===== config.mk =====
export PLATFORM = sky130hd
export DESIGN_NAME = fgr_queue
export DESIGN_NICKNAME = d
export VERILOG_FILES = /design/src/hw/rtl/fgr_pkg.sv /design/src/hw/rtl/fgr_queue.sv
export SDC_FILE = /design/constraint.sdc
export NUM_CORES = 1
export LEC_CHECK = 0
export BUFFER_PORTS_ARGS = -buffer_cell sky130_fd_sc_hd__buf_2
export CORE_MARGIN = 5
export CORE_UTILIZATION = 40
export CTS_BUF_LIST = sky130_fd_sc_hd__clkbuf_8
export DETAILED_ROUTE_END_ITERATION = 16
export PLACE_DENSITY = 0.66
export SETUP_SLACK_MARGIN = 0.15
export SLEW_MARGIN = 20
export SYNTH_ARGS = -nofsm -noshare
export SYNTH_HDL_FRONTEND = slang
export SYNTH_SLANG_ARGS = --single-unit

===== constraint.sdc =====
create_clock -name clk -period 5 [get_ports clk]
set_clock_uncertainty 0.1 [all_clocks]
set_input_delay 0.75 -clock clk [delete_from_list [all_inputs] [get_ports clk]]
set_output_delay 0.75 -clock clk [all_outputs]
set_load 0.005 [all_outputs]

===== src/hw/rtl/fgr_pkg.sv =====
package fgr_pkg;

  localparam int FONT_BYTES      = 4096;
  localparam int GLYPH_SLOTS     = 256;
  localparam int MAX_GLYPH_WIDTH = 32;
  localparam int MAX_ROWS        = 64;

  localparam int AW     = $clog2(FONT_BYTES);
  localparam int GIW    = $clog2(GLYPH_SLOTS);
  localparam int BASE_W = 17;
  localparam int QDEPTH = 4;

  localparam logic [5:0] MAX_WIDTH_C = 6'(MAX_GLYPH_WIDTH);
  localparam logic [7:0] ROW_MASK    = 8'(MAX_ROWS - 1);
  localparam logic [8:0] SLOTS_C     = 9'(GLYPH_SLOTS);

  localparam logic [15:0] FG_RESET    = 16'h0000;
  localparam logic [15:0] BG_RESET    = 16'hFFFF;
  localparam logic [8:0]  COUNT_RESET = 9'd128;

  typedef enum logic [1:0] {
    OP_FONT_WRITE   = 2'd0,
    OP_DESC_WRITE   = 2'd1,
    OP_RENDER       = 2'd2
  } opcode_t;

  typedef enum logic [1:0] {
    REG_FOREGROUND  = 2'd0,
    REG_BACKGROUND  = 2'd1,
    REG_BOLD        = 2'd2,
    REG_GLYPH_COUNT = 2'd3
  } cfg_reg_t;

  typedef enum logic [1:0] {
    KIND_FONT,
    KIND_DESC,
    KIND_RENDER
  } kind_t;

  typedef struct packed {
    kind_t          kind;
    logic [7:0]     code;
    logic [5:0]     width;
    logic [11:0]    offset;
    logic [AW-1:0]  addr;
    logic [7:0]     data;
    logic [7:0]     row;
  } cmd_t;

  typedef struct packed {
    logic [15:0] foreground;
    logic [15:0] background;
    logic        bold;
    logic [8:0]  glyph_count;
  } cfg_t;

endpackage


===== src/hw/rtl/fgr_queue.sv =====
module fgr_queue import fgr_pkg::*; (
  input  logic clk,
  input  logic rst_n,
  input  logic push,
  input  cmd_t push_cmd,
  input  logic pop,
  output logic full,
  output logic head_valid,
  output cmd_t head_cmd
);

  localparam int PW = $clog2(QDEPTH);

  cmd_t          slot_r [QDEPTH];
  logic [PW-1:0] wr_ptr_r, wr_ptr_nxt;
  logic [PW-1:0] rd_ptr_r, rd_ptr_nxt;
  logic [PW:0]   count_r, count_nxt;

  assign full       = (count_r == (PW+1)'(QDEPTH));
  assign head_valid = (count_r != '0);
  assign head_cmd   = slot_r[rd_ptr_r];

  always_comb begin
    wr_ptr_nxt = push ? wr_ptr_r + 1'b1 : wr_ptr_r;
    rd_ptr_nxt = pop ? rd_ptr_r + 1'b1 : rd_ptr_r;
    count_nxt  = count_r + (PW+1)'(push) - (PW+1)'(pop);
  end

  always_ff @(posedge clk) begin
    if (!rst_n) begin
      wr_ptr_r <= '0;
      rd_ptr_r <= '0;
      count_r  <= '0;
    end else begin
      wr_ptr_r <= wr_ptr_nxt;
      rd_ptr_r <= rd_ptr_nxt;
      count_r  <= count_nxt;
    end
    if (push) begin
      slot_r[wr_ptr_r] <= push_cmd;
    end
  end

  a_no_overflow: assert property (@(posedge clk) disable iff (!rst_n)
    full |-> !push)
    else $error("push into full queue");

  a_no_underflow: assert property (@(posedge clk) disable iff (!rst_n)
    pop |-> head_valid)
    else $error("pop from empty queue");

  a_count_step: assert property (@(posedge clk) disable iff (!rst_n)
    (push && !pop) |=> (count_r == $past(count_r) + 1'b1))
    else $error("queue count did not advance");

endmodule


After elaboration in Yosys (flattened, before gate mapping)
Memory sizes are Yosys's and may differ from the RTL's. A register that Yosys moved wholly into a read port is not among the register bits.
Index checks and enable logic that the tools add are counted.
- word-level logic and storage cells: 14
- register bits: 7
- output and inout port bits: 58
- memories: 1
- RAM bits: 224
- reduce and logical (&&, ||, !) cells: 1
- mux-type cells: 4
- $add $sub $neg: 4
- equality and inequality tests: 1
- memory list (memory ; depth ; bits a word ; read ports ; clocked after Yosys merged registers in ; write ports ; RTL line ; text):
    slot_r ; 4 ; 56 ; 1 ; 1 ; 1 ; fgr_queue.sv:14 ; cmd_t slot_r [QDEPTH];
- operators by type and width (operator ; number):
    adder 2 x 1 -> 2 bit, second input constant ; 2
    two-way mux 2 bit ; 2
    adder 3 x 1 -> 3 bit ; 1
    == test 3 bit, second input constant ; 1
    nonzero test 3 bit ; 1
    subtractor 3 x 1 -> 3 bit ; 1
    two-way mux 1 bit ; 2

Logic depth before layout (Yosys ltp)
- depth after elaboration: 3
- gate-level depth with buffers: 7
- mapped depth without buffers: 7

Worst setup path before layout
OpenSTA, ideal clock, no wires.
- kind: in2reg
- from: in push
- to: mem slot_r[0][0] (netlist bit), enable pin
- required time: 4.481 ns
- setup slack: 2.402 ns
- buffers on the path: 0
- setup time: 0.419 ns
- arrival: 2.078 ns
- stages: 1
- cell sequence: and2_1
- longest elaborated chain between the ends: 2
- ends and longest elaborated chain (item ; RTL line ; text):
    start, declared ; fgr_queue.sv:4 ; input logic push,
    two-way mux 1 bit ; fgr_queue.sv:39 ; if (push) begin
    two-way mux 1 bit (not written as such) ; fgr_queue.sv:40 ; slot_r[wr_ptr_r] <= push_cmd;
    end, declared ; fgr_queue.sv:14 ;
Every way passes these cells.

==> impl_metrics.csv <==
group,metric,value,unit
timing,maxSlewHeadroom,38.1,%
drt,ant_nets,0,
timing,fmax,291,MHz
drt,drc_errors,0,
clocking,cts_buffer_depth,3,
hold_path,hold_class,"input port to flip-flop",
critical_path,worstReg2RegStart,"count_r[0]",
run,cap_violations,0,
critical_path,critPathRequiredTime,4.15,ns
drt,wl_met1,6090,µm
timing,post-route-min-period,3.43,ns
logic_synthesis,synth_area,8560,µm²
floorplan,rows,53,
critical_path,endpoint_kind,"output pin",
timing,final.setup.tns,0,ns
clocking,numCtsBuffers,38,
drt,met3WireLength,1030,µm
global_routing,grt_max_degree,57,
floorplan,ios,118,
layout,fin_nets,548,
logic_synthesis,syn_inst,335,
clocking,cts_hold_buf,0,
clocking,cts.sinks,233,
clocking,clk_pin_slew,0.06,ns
drt,met2_length,8030,µm
critical_path,criticalPathCategory,"flip-flop to output pin",
floorplan,die_h,156,µm
logic_synthesis,synth_top_area_share,78.6,%
placement,port_buffers,117,
logic_synthesis,synth_nets,402,
clocking,clockRootBuffer,"clkbuf_8",
timing,setup_viol_count_final,0,
placement,hpwl,8830,µm
global_routing,antenna_found_initial,0,
logic_synthesis,synth_top_cell_by_area,"edfxtp_1",
power_and_ir_drop,power.density,415,nW/µm²
logic_synthesis,ys_warn_count,0,
timing,layout_worst_path_cycle_share,68.6,%
clocking,post-cts-setup-buffers,0,
global_routing,grt_pass1_vias,4436,
layout,syn_to_final_growth,18.3,%
floorplan,core-area,21000,µm²
placement,routabilityCongestion,0.692,
placement,dpl.cell_count,716,
hold_path,min_from,"push_cmd[10]",
logic_synthesis,synth_seq_cells,233,
floorplan,dieArea,24400,µm²
global_routing,grt_pass1_wl,24100,µm
drt,via_per_inst,4.89,
drt,wire_per_inst,19.6,µm
timing,fin_ws,1.57,ns
clocking,clock_latency,0.50,ns
logic_synthesis,yosysSeqAreaShare,80.7,%
drt,top_layer,"met4",
layout,n_antenna_cell,0,
drt,firstDrtPassIters,4,
floorplan,die_w,156,µm
timing,drv_slew,0,
layout,layout-drive-gt1-share,45.2,%
critical_path,reg2reg_slack,3.15,ns
clocking,htreeDepth,2,
logic_synthesis,synthTopCellsByArea,"edfxtp_1 (79%), mux4_2 (15%), dfxtp_1 (2.1%)",
layout,mostFrequentLayoutCell,"edfxtp_1",
drt,detail_route.iter0.violations,166,
power_and_ir_drop,p_total,4.20,mW
clocking,postCtsResizedCells,0,
power_and_ir_drop,p_leak,3.49,nW
power_and_ir_drop,ir_drop,225,µV
critical_path,crit_fanout,45,
global_routing,grt-ovfl-total,0,
layout,stdcell_count,786,
critical_path,crit_path_start_kind,"flip-flop",
clocking,cts_tree,"done",
timing,hold_viol,0,
logic_synthesis,ys_types,21,
timing,rsz0062_at_grt,"false",
placement,dp_slack,1.99,ns
critical_path,arrival,2.58,ns
logic_synthesis,syn_avg_cell_area,25.6,µm²
timing,worst_slew_pin_slew,0.929,ns
global_routing,track_usage,12.8,%
drt,vias,3846,
outcome,status,"finished, final reports clean",
floorplan,start_util,40.7,%
timing,fin_hold_ws,0.357,ns
drt,wl,15400,µm
layout,final_cell_mix,"edfxtp_1 (224), buf_2 (117), mux4_2 (56), clkbuf_8 (44), inv_1 (22)",
## flip-flops by register name, indices dropped and copies added (netlist names), named ones only
signal,flops
count_r,3
slot_r,224
wr_ptr_r,2
rd_ptr_r,2
## stage by stage
stage	instance area, µm²	utilization [%]
floorplan	8560	-
global placement	9390	44.7
detailed placement	9390	44.7
CTS	10100	48.2
global route	10100	48.2
finish	10100	48.2
## area by class of cell
class / count / area, µm²
Sequential cell: 233 / 6910
Fill cell: 1753 / 10900
Tap cell: 275 / 344
Clock inverter: 26 / 130
Timing Repair Buffer: 118 / 593
Clock buffer: 44 / 606
Inverter: 7 / 26.3
Multi-Input combinational cell: 83 / 1510
## worst max-delay path: stages, from the launching register on
cell	delay [ns]
dfxtp_4	0.94
buf_4	0.40
mux4_2	0.53
buf_2	0.14
## Yosys cell counts
cell / instances
buf_4: 1
mux4_2: 56
mux2i_1: 1
and3_1: 1
buf_2: 5
buf_6: 1
ha_1: 6
nand3b_1: 1
edfxtp_1: 224
dfxtp_1: 9
nor2_1: 5
a21oi_1: 1
or3_1: 1
inv_1: 7
clkbuf_1: 1
fa_1: 1
a21bo_2: 1
buf_12: 4
xor3_1: 1
and2_1: 6
xnor2_1: 2
## report_power, final
| group | leakage (nW) | switching [mW] | internal, mW | total (mW) |
|---|---|---|---|---|
| clock | 0.438 | 0.693 | 0.854 | 1.55 |
| combinational | 0.919 | 0.155 | 0.191 | 0.346 |
| sequential | 2.13 | 0.0587 | 2.25 | 2.30 |
## logic make-up after synthesis
family          share of synthesized area [%]
flops                                    80.7
mux                                      14.9
buf+inv                                  1.80
simple gates                            0.892
fa+ha+maj                                1.11
xor+xnor                                0.482
compound gates                          0.175
## worst paths after layout
path / cells after the start / endpoint
max: 3 / head_cmd[48]
min: 1 / slot_r[2][10]
max reg2reg: 7 / count_r[2]
min reg2reg: 2 / flip-flop
## routing by layer
metal	vias to the layer above	global-route usage (%)
met1	1995	15.5
met4	0	4.34
met5	-	0
met3	26	4.09
li1	1712	-
met2	113	21.8
Power figures use the tool's default switching activity.
