==> src/hw/rtl/fgr_pkg.sv <==
package fgr_pkg;

  localparam int FONT_BYTES      = 4096;
  localparam int GLYPH_SLOTS     = 256;
  localparam int MAX_GLYPH_WIDTH = 32;
  localparam int MAX_ROWS        = 64;

  localparam int AW     = $clog2(FONT_BYTES);
  localparam int GIW    = $clog2(GLYPH_SLOTS);
  localparam int BASE_W = 17;
  localparam int QDEPTH = 4;

  localparam logic [5:0] MAX_WIDTH_C = 6'(MAX_GLYPH_WIDTH);
  localparam logic [7:0] ROW_MASK    = 8'(MAX_ROWS - 1);
  localparam logic [8:0] SLOTS_C     = 9'(GLYPH_SLOTS);

  localparam logic [15:0] FG_RESET    = 16'h0000;
  localparam logic [15:0] BG_RESET    = 16'hFFFF;
  localparam logic [8:0]  COUNT_RESET = 9'd128;

  typedef enum logic [1:0] {
    OP_FONT_WRITE   = 2'd0,
    OP_DESC_WRITE   = 2'd1,
    OP_RENDER       = 2'd2
  } opcode_t;

  typedef enum logic [1:0] {
    REG_FOREGROUND  = 2'd0,
    REG_BACKGROUND  = 2'd1,
    REG_BOLD        = 2'd2,
    REG_GLYPH_COUNT = 2'd3
  } cfg_reg_t;

  typedef enum logic [1:0] {
    KIND_FONT,
    KIND_DESC,
    KIND_RENDER
  } kind_t;

  typedef struct packed {
    kind_t          kind;
    logic [7:0]     code;
    logic [5:0]     width;
    logic [11:0]    offset;
    logic [AW-1:0]  addr;
    logic [7:0]     data;
    logic [7:0]     row;
  } cmd_t;

  typedef struct packed {
    logic [15:0] foreground;
    logic [15:0] background;
    logic        bold;
    logic [8:0]  glyph_count;
  } cfg_t;

endpackage

==> src/hw/rtl/fgr_front.sv <==
module fgr_front import fgr_pkg::*; (
  input  logic        in_tvalid,
  output logic        in_tready,
  input  logic [55:0] in_tdata,
  input  cfg_t        cfg,
  input  logic        q_full,
  output logic        q_push,
  output cmd_t        q_cmd
);

  logic [1:0]  opcode;
  logic [7:0]  code;
  logic [5:0]  width_in;
  logic [11:0] offset_in;
  logic [11:0] addr_in;
  logic [7:0]  byte_in;
  logic [5:0]  row_in;
  logic        take;

  assign opcode    = in_tdata[1:0];
  assign code      = in_tdata[9:2];
  assign width_in  = in_tdata[15:10];
  assign offset_in = in_tdata[27:16];
  assign addr_in   = in_tdata[39:28];
  assign byte_in   = in_tdata[47:40];
  assign row_in    = in_tdata[53:48];

  assign in_tready = !q_full;
  assign take      = in_tvalid && !q_full;

  always_comb begin
    q_cmd.kind   = KIND_FONT;
    q_cmd.code   = code;
    q_cmd.width  = (width_in > MAX_WIDTH_C) ? MAX_WIDTH_C : width_in;
    q_cmd.offset = offset_in;
    q_cmd.addr   = AW'(addr_in);
    q_cmd.data   = byte_in;
    q_cmd.row    = {2'b00, row_in} & ROW_MASK;
    q_push       = 1'b0;
    case (opcode_t'(opcode))
      OP_FONT_WRITE: begin
        q_cmd.kind = KIND_FONT;
        q_push     = take;
      end
      OP_DESC_WRITE: begin
        q_cmd.kind = KIND_DESC;
        q_push     = take && ({1'b0, code} < SLOTS_C);
      end
      OP_RENDER: begin
        q_cmd.kind = KIND_RENDER;
        q_push     = take && ({1'b0, code} < cfg.glyph_count) && ({1'b0, code} < SLOTS_C);
      end
      default: begin
        q_push = 1'b0;
      end
    endcase
  end

endmodule

==> config.mk <==
export PLATFORM = sky130hd
export DESIGN_NAME = fgr_front
export DESIGN_NICKNAME = d
export VERILOG_FILES = /design/src/hw/rtl/fgr_pkg.sv /design/src/hw/rtl/fgr_front.sv
export SDC_FILE = /design/constraint.sdc
export NUM_CORES = 1
export LEC_CHECK = 0
export ABC_AREA = 0
export BUFFER_PORTS_ARGS = -buffer_cell sky130_fd_sc_hd__buf_2
export CAP_MARGIN = 0
export CORE_MARGIN = 4
export CORE_UTILIZATION = 22
export DETAILED_ROUTE_END_ITERATION = 8
export GPL_TIMING_DRIVEN = 0
export PLACE_DENSITY = 0.9
export RECOVER_POWER = 25
export SLEW_MARGIN = 0
export SYNTH_ARGS = -nofsm -noshare
export SYNTH_HDL_FRONTEND = slang
export SYNTH_SLANG_ARGS = --single-unit
export TNS_END_PERCENT = 30
==> constraint.sdc <==
create_clock -name vclk -period 1.28
set_clock_uncertainty 0.05 [all_clocks]
set_input_delay 0.064 -clock vclk [all_inputs]
set_output_delay 0.064 -clock vclk [all_outputs]
set_load 0.005 [all_outputs]
# After elaboration in Yosys (flattened, before gate mapping)
# Cells that the tools add are included.
[totals]
ff_bits = 0
in_bits = 100
output_inout_bits = 58
wordCells = 12
[op_classes]
n_lt_le_gt_ge = 2
n_eq_ne = 2
n_mux = 3
reduce_logical = 5
[op_table]
columns = ["operator", "n"]
rows = [
  ["$lt A8 B9 Y1", 1],
  ["$gt A6 B6 Y1 const B", 1],
  ["$mux W6", 1],
  ["$pmux W2 S2", 1],
  ["$eq A2 B1 Y1 const B", 1],
  ["$eq A2 B2 Y1 const B", 1],
  ["$logic_and A1 B1 Y1", 2],
  ["$logic_not A2 Y1", 1],
  ["$pmux W1 S2", 1],
  ["$reduce_or A2 Y1", 1],
  ["$logic_not A1 Y1", 1],
]

# Longest topological paths before layout
# Gate-level depths: netlist of run 1.
[depth]
depth_word = 4
ltp_mapped = 6
ltp_nobuf = 6

# Worst setup path before layout of run 1
# Ideal clock, no wire load.
[synth_timing]
path_type = "input to output"
start = "in cfg[6] in the netlist's numbering"
end = "out q_push"
arrival_ps = 1162
t_required_ps = 1166
path_slack_ps = 4
path_stages = 6
n_path_buf = 0
cell_sequence = "inv_1 -> ha_1 -> a21oi_1 -> nor3b_1 -> o31a_1 -> a2111oi_2"
[synth_between]
elab_chain_cells = 3
[synth_lines]
columns = ["element", "line", "text"]
rows = [
  ["from (decl)", "fgr_front.sv:5", "input cfg_t cfg,"],
  ["$lt A8 B9 Y1", "fgr_front.sv:51", "q_push = take && ({1'b0, code} < cfg.glyph_count) && ({1'b0, code} < SLOTS_C);"],
  ["$logic_and A1 B1 Y1", "fgr_front.sv:51", ""],
  ["$pmux W1 S2", "fgr_front.sv:40", "case (opcode_t'(opcode))"],
  ["to (decl)", "fgr_front.sv:7", "output logic q_push,"],
]
# No other way between the ends.

# Final worst setup path of run 1
[layout_timing]
start = "in in_tdata[4]"
end = "out q_push"
[layout_between]
elab_chain_cells = 3
[layout_lines]
columns = ["element", "line", "text"]
rows = [
  ["from (decl)", "fgr_front.sv:4", "input logic [55:0] in_tdata,"],
  ["$lt A8 B9 Y1", "fgr_front.sv:51", ""],
  ["$logic_and A1 B1 Y1", "fgr_front.sv:51", ""],
  ["$pmux W1 S2", "fgr_front.sv:40", ""],
]
# No other way between the ends.

==> reports/qor.csv, run 1 <==
stage,metric,value,unit
route,DRC,0,
grt,grt total ovfl,0,
die,# rows,19,
critical_path,max incr delay on CP,290,ps
sta,RSZ-0062 raised after global routing,yes,
grt,vias in the first global route,622,
sta,Fmax,735,MHz
synthesis,cell count after synthesis,87,
critical_path,Worst Path Buf+Inv,2,
route,vias per inst,3.84,
grt,gr usage total,7.32,%
critical_path,Worst Path Required,1170,ps
power,leakage power,0.728,nW
sta,Period minus WS final,1360,ps
die,Starting Density,22.8,%
cells_and_area,Antenna diodes,0,
place,hpwl dp,1.77,mm
critical_path,CP max FO,2,
place,PortBufs,83,
sta,Final Hold Viols,0,
status,failing checks,negative setup slack,
critical_path,Setup crit end kind,output port,
sta,fin crit share,106,%
critical_path,critical path arrival,1250,ps
place,Post-DP Area,1080,um2
run,number of max-cap violations,0,
cells_and_area,most frequent cells in the layout,"buf_2, buf_4, clkbuf_4, inv_1, nor2b_1",
cells_and_area,Layout area overhead,86.3,%
die,Die H,61.2,um
critical_path,critical path class,primary input to output port,
cells_and_area,layout clock buffer count,0,
route,WL final,1.95,mm
synthesis,yosys warns,0,
critical_path,"delay-heaviest family, CP",compound AO/OA/AOI/OAI gates,
synthesis,dominant cells by area after synthesis,"buf_4, ha_1, nor2b_1, inv_1, a2111oi_2",
die,top-level I/O count,158,
route,Post-DRT Antenna Nets,0,
sta,total negative slack,-80.1,ps
cells_and_area,Storage cell area,0,um2
route,drt initial violations,11,
place,global placer's final weighted congestion,0.700,
route,WL/cell,9.67,um
die,Die Width,61.2,um
route,via count,775,
synthesis,"area leader, netlist",buf_4,
cells_and_area,nets,280,
cells_and_area,final instance area,1160,um2
critical_path,Startpoint Class,primary input,
synthesis,"Distinct cells, synth",17,
grt,largest net degree at the start of global routing,7,
die,die area,3750,um2
cells_and_area,layout cells sized above 1,81.9,%
grt,wire length of the first global-routing pass,2.24,mm
route,drt first pass iters,2,
status,status,"complete, but fails checks",
clock_tree,Post-CTS Setup Bufs,0,
sta,Finish-stage setup viols,1,
cells_and_area,FF+latch count,0,
sta,Slew Limit Fails,0,
synthesis,syn_area_per_cell,7.16,um2
die,core area,2730,um2
worst_hold_path,Min-Delay Path Class,primary input to output port,
cells_and_area,Final Util,42.5,%
grt,initial antenna violation count,0,
sta,worst hold slack,244,ps
critical_path,crit path cell chain,buf_6 -> ha_4 -> a21o_1 -> a31oi_1 -> o21ai_1 -> a2111oi_2 -> buf_2,
cells_and_area,"commonest non-fill, non-tap cell in the layout",buf_2,
power,power density cells,300,nW/um2
synthesis,Netlist Area Pre-Place,623,um2
synthesis,Yosys top cell area share,57.8,%
power,Pwr Total,349,uW
synthesis,"Seq/Total Area, Yosys",0,%
power,maximum vdd drop,0.147,mV
sta,final worst slack,-80.1,ps
critical_path,"slowest stage cell, crit path",a2111oi_2,
-- per-layer routing --
| metal | track usage, % | routed length [um] | up-vias |
|---|---|---|---|
| li1 | - | - | 390 |
| met1 | 6.46 | 532 | 310 |
| met2 | 16.8 | 1030 | 75 |
| met3 | 1.68 | 392 | 0 |
| met4 | 0 | 0 | 0 |
| met5 | 0 | 0 | - |
-- path summary, 6_finish.rpt --
path | startpoint | end | slack (ps) | cells after the start
max | in_tdata[4] | q_push | -80 | 7
min | in_tdata[38] | q_cmd[26] | 240 | 2
-- Yosys cell counts --
| library cell | number |
|---|---|
| clkbuf_1 | 1 |
| nor3_1 | 1 |
| o31a_1 | 1 |
| buf_4 | 48 |
| nor2b_1 | 7 |
| a2111oi_2 | 1 |
| ha_1 | 7 |
| o21ai_0 | 1 |
| conb_1 | 1 |
| and2b_1 | 1 |
| inv_1 | 9 |
| nand2b_1 | 1 |
| nand2_1 | 3 |
| a21oi_1 | 2 |
| a21o_1 | 1 |
| nor3b_1 | 1 |
| a31oi_1 | 1 |
-- where the power goes --
part / switching [mW] / internal, mW
Clock: 0 / 0
Combinational: 0.120 / 0.229
Sequential: 0 / 0
-- final cells by class --
class | count | area [um2]
plain buffers | 49 | 364
repair buffers | 83 | 434
inverters | 9 | 38.8
well taps | 31 | 38.8
multi-input cells | 30 | 285
fillers | 280 | 1570
-- repair_timing --
action                     4_1_cts  5_1_grt
setup endpoints to repair        1        1
hold buffers                     0        0
resized for setup                9        7
pin swaps                        6        2
-- per-stage QoR --
step | cells | setup slack (ps)
after floorplan | 88 | 4.42
after global placement | 202 | -282
final | 202 | -80.1
after global routing | 202 | -142
after CTS | 202 | -192
after detailed placement | 202 | -317
-- logic make-up after synthesis --
group,synth area share (%)
compound gates,8.43
fa+ha+maj,14.1
buf+inv,63.9
other cells,0.602
simple gates,13.1
(Power assumes the default switching activity.)
==> run 2, diff against run 1 <==
CELL_PAD_IN_SITES_DETAIL_PLACEMENT = 2   (was unset)
CELL_PAD_IN_SITES_GLOBAL_PLACEMENT = 2   (was unset)
CORE_UTILIZATION = 10   (was 22)
PLACE_DENSITY = 0.95   (was 0.9)
==> reports/qor.csv, run 2 (synthesis results as in run 1) <==
stage,metric,value,unit
critical_path,Worst Path Required,1170,ps
die,Die H,86.9,um
run,number of max-cap violations,0,
power,power density cells,300,nW/um2
sta,Slew Limit Fails,0,
cells_and_area,Storage cell area,0,um2
grt,vias in the first global route,916,
sta,RSZ-0062 raised after global routing,yes,
route,DRC,0,
sta,fin crit share,112,%
grt,largest net degree at the start of global routing,7,
place,PortBufs,83,
route,WL final,2.61,mm
critical_path,critical path class,primary input to output port,
cells_and_area,nets,281,
cells_and_area,Final Util,20.2,%
cells_and_area,layout clock buffer count,0,
power,leakage power,0.728,nW
cells_and_area,"commonest non-fill, non-tap cell in the layout",buf_2,
cells_and_area,FF+latch count,0,
cells_and_area,Post-Layout Cell Count,247,
sta,Fmax,695,MHz
grt,grt total ovfl,0,
critical_path,Setup crit end kind,output port,
route,drt first pass iters,4,
grt,wire length of the first global-routing pass,3.84,mm
die,Starting Density,10.4,%
die,# rows,28,
route,WL/cell,10.6,um
die,Die Width,86.9,um
place,placed cells,246,
worst_hold_path,Min-Delay Path Class,primary input to output port,
sta,final worst slack,-159,ps
cells_and_area,most frequent cells in the layout,"buf_2, buf_4, clkbuf_4, inv_1, nor2b_1",
critical_path,critical path arrival,1330,ps
route,drt initial violations,2,
cells_and_area,layout cells sized above 1,80.2,%
die,core area,5990,um2
route,Post-DRT Antenna Nets,0,
cells_and_area,Layout area overhead,94.2,%
die,die area,7560,um2
critical_path,Startpoint Class,primary input,
die,top-level I/O count,158,
cells_and_area,Antenna diodes,0,
sta,Period minus WS final,1440,ps
place,hpwl dp,2.52,mm
sta,Final Hold Viols,0,
grt,initial antenna violation count,0,
critical_path,CP max FO,2,
power,maximum vdd drop,0.0779,mV
route,via count,830,
status,failing checks,negative setup slack,
place,global placer's final weighted congestion,0.679,
sta,Finish-stage setup viols,1,
route,vias per inst,3.36,
grt,gr usage total,6.07,%
status,status,"complete, but fails checks",
run 2: changes by cell type in the layout (fill, tap and decap cells not counted), sizes merged:
| cell | delta |
|---|---|
| buf | +1 |
run 2: timing repair:
item | CTS | global route
endpoints found under the setup margin | 1 | 1
resized for setup | 9 | 5
pin swaps | 5 | 4
cloned | 0 | 0
setup buffers | 1 | 0
hold buffers | 0 | 0
run 2: per-layer routing:
metal | share of wire, % | track usage (%) | routed length, um | up-vias
met4 | 0 | 0 | 0 | 0
met5 | 0 | 0 | 0 | -
met1 | 27 | 5.31 | 707 | 368
li1 | - | - | - | 390
met2 | 58 | 14.3 | 1510 | 72
met3 | 15 | 0.946 | 394 | 0
run 2: layout make-up:
| type | instances | area (um2) |
|---|---|---|
| repair buffers | 84 | 437 |
| multi-input cells | 30 | 279 |
| well taps | 75 | 93.8 |
| inverters | 9 | 36.3 |
| plain buffers | 49 | 364 |
| fillers | 742 | 4780 |
run 2: critical path, cell delays in order:
cell,delay [ps]
buf_8,100
ha_4,230
a21o_1,180
a31oi_4,190
o21ai_2,100
a2111oi_2,290
buf_2,170
run 2: final timing paths:
check | from | to | slack (ps) | depth (start not counted)
min | in_tdata[28] | q_cmd[16] | 240 | 2
max | in_tdata[4] | q_push | -160 | 7
run 2: power breakdown:
group / switching, mW / internal [mW] / total (mW) / leakage, nW
registers: 0 / 0 / 0 / 0
clock network: 0 / 0 / 0 / 0
logic: 0.133 / 0.231 / 0.363 / 0.728
total: 0.133 / 0.231 / 0.363 / 0.728
run 2: stage by stage:
| stage | TNS [ps] | worst slack [ps] | total power [mW] | area [um2] | hold slack, ps |
|---|---|---|---|---|---|
| after floorplan | 0 | 4.42 | 0.178 | 627 | 104 |
| after global placement | -524 | -524 | 0.325 | 1140 | 246 |
| after detailed placement | -519 | -519 | 0.337 | 1140 | 246 |
| after CTS | -239 | -239 | 0.365 | 1190 | 247 |
| after global routing | -252 | -252 | 0.404 | 1210 | 256 |
| final | -159 | -159 | 0.363 | 1210 | 245 |
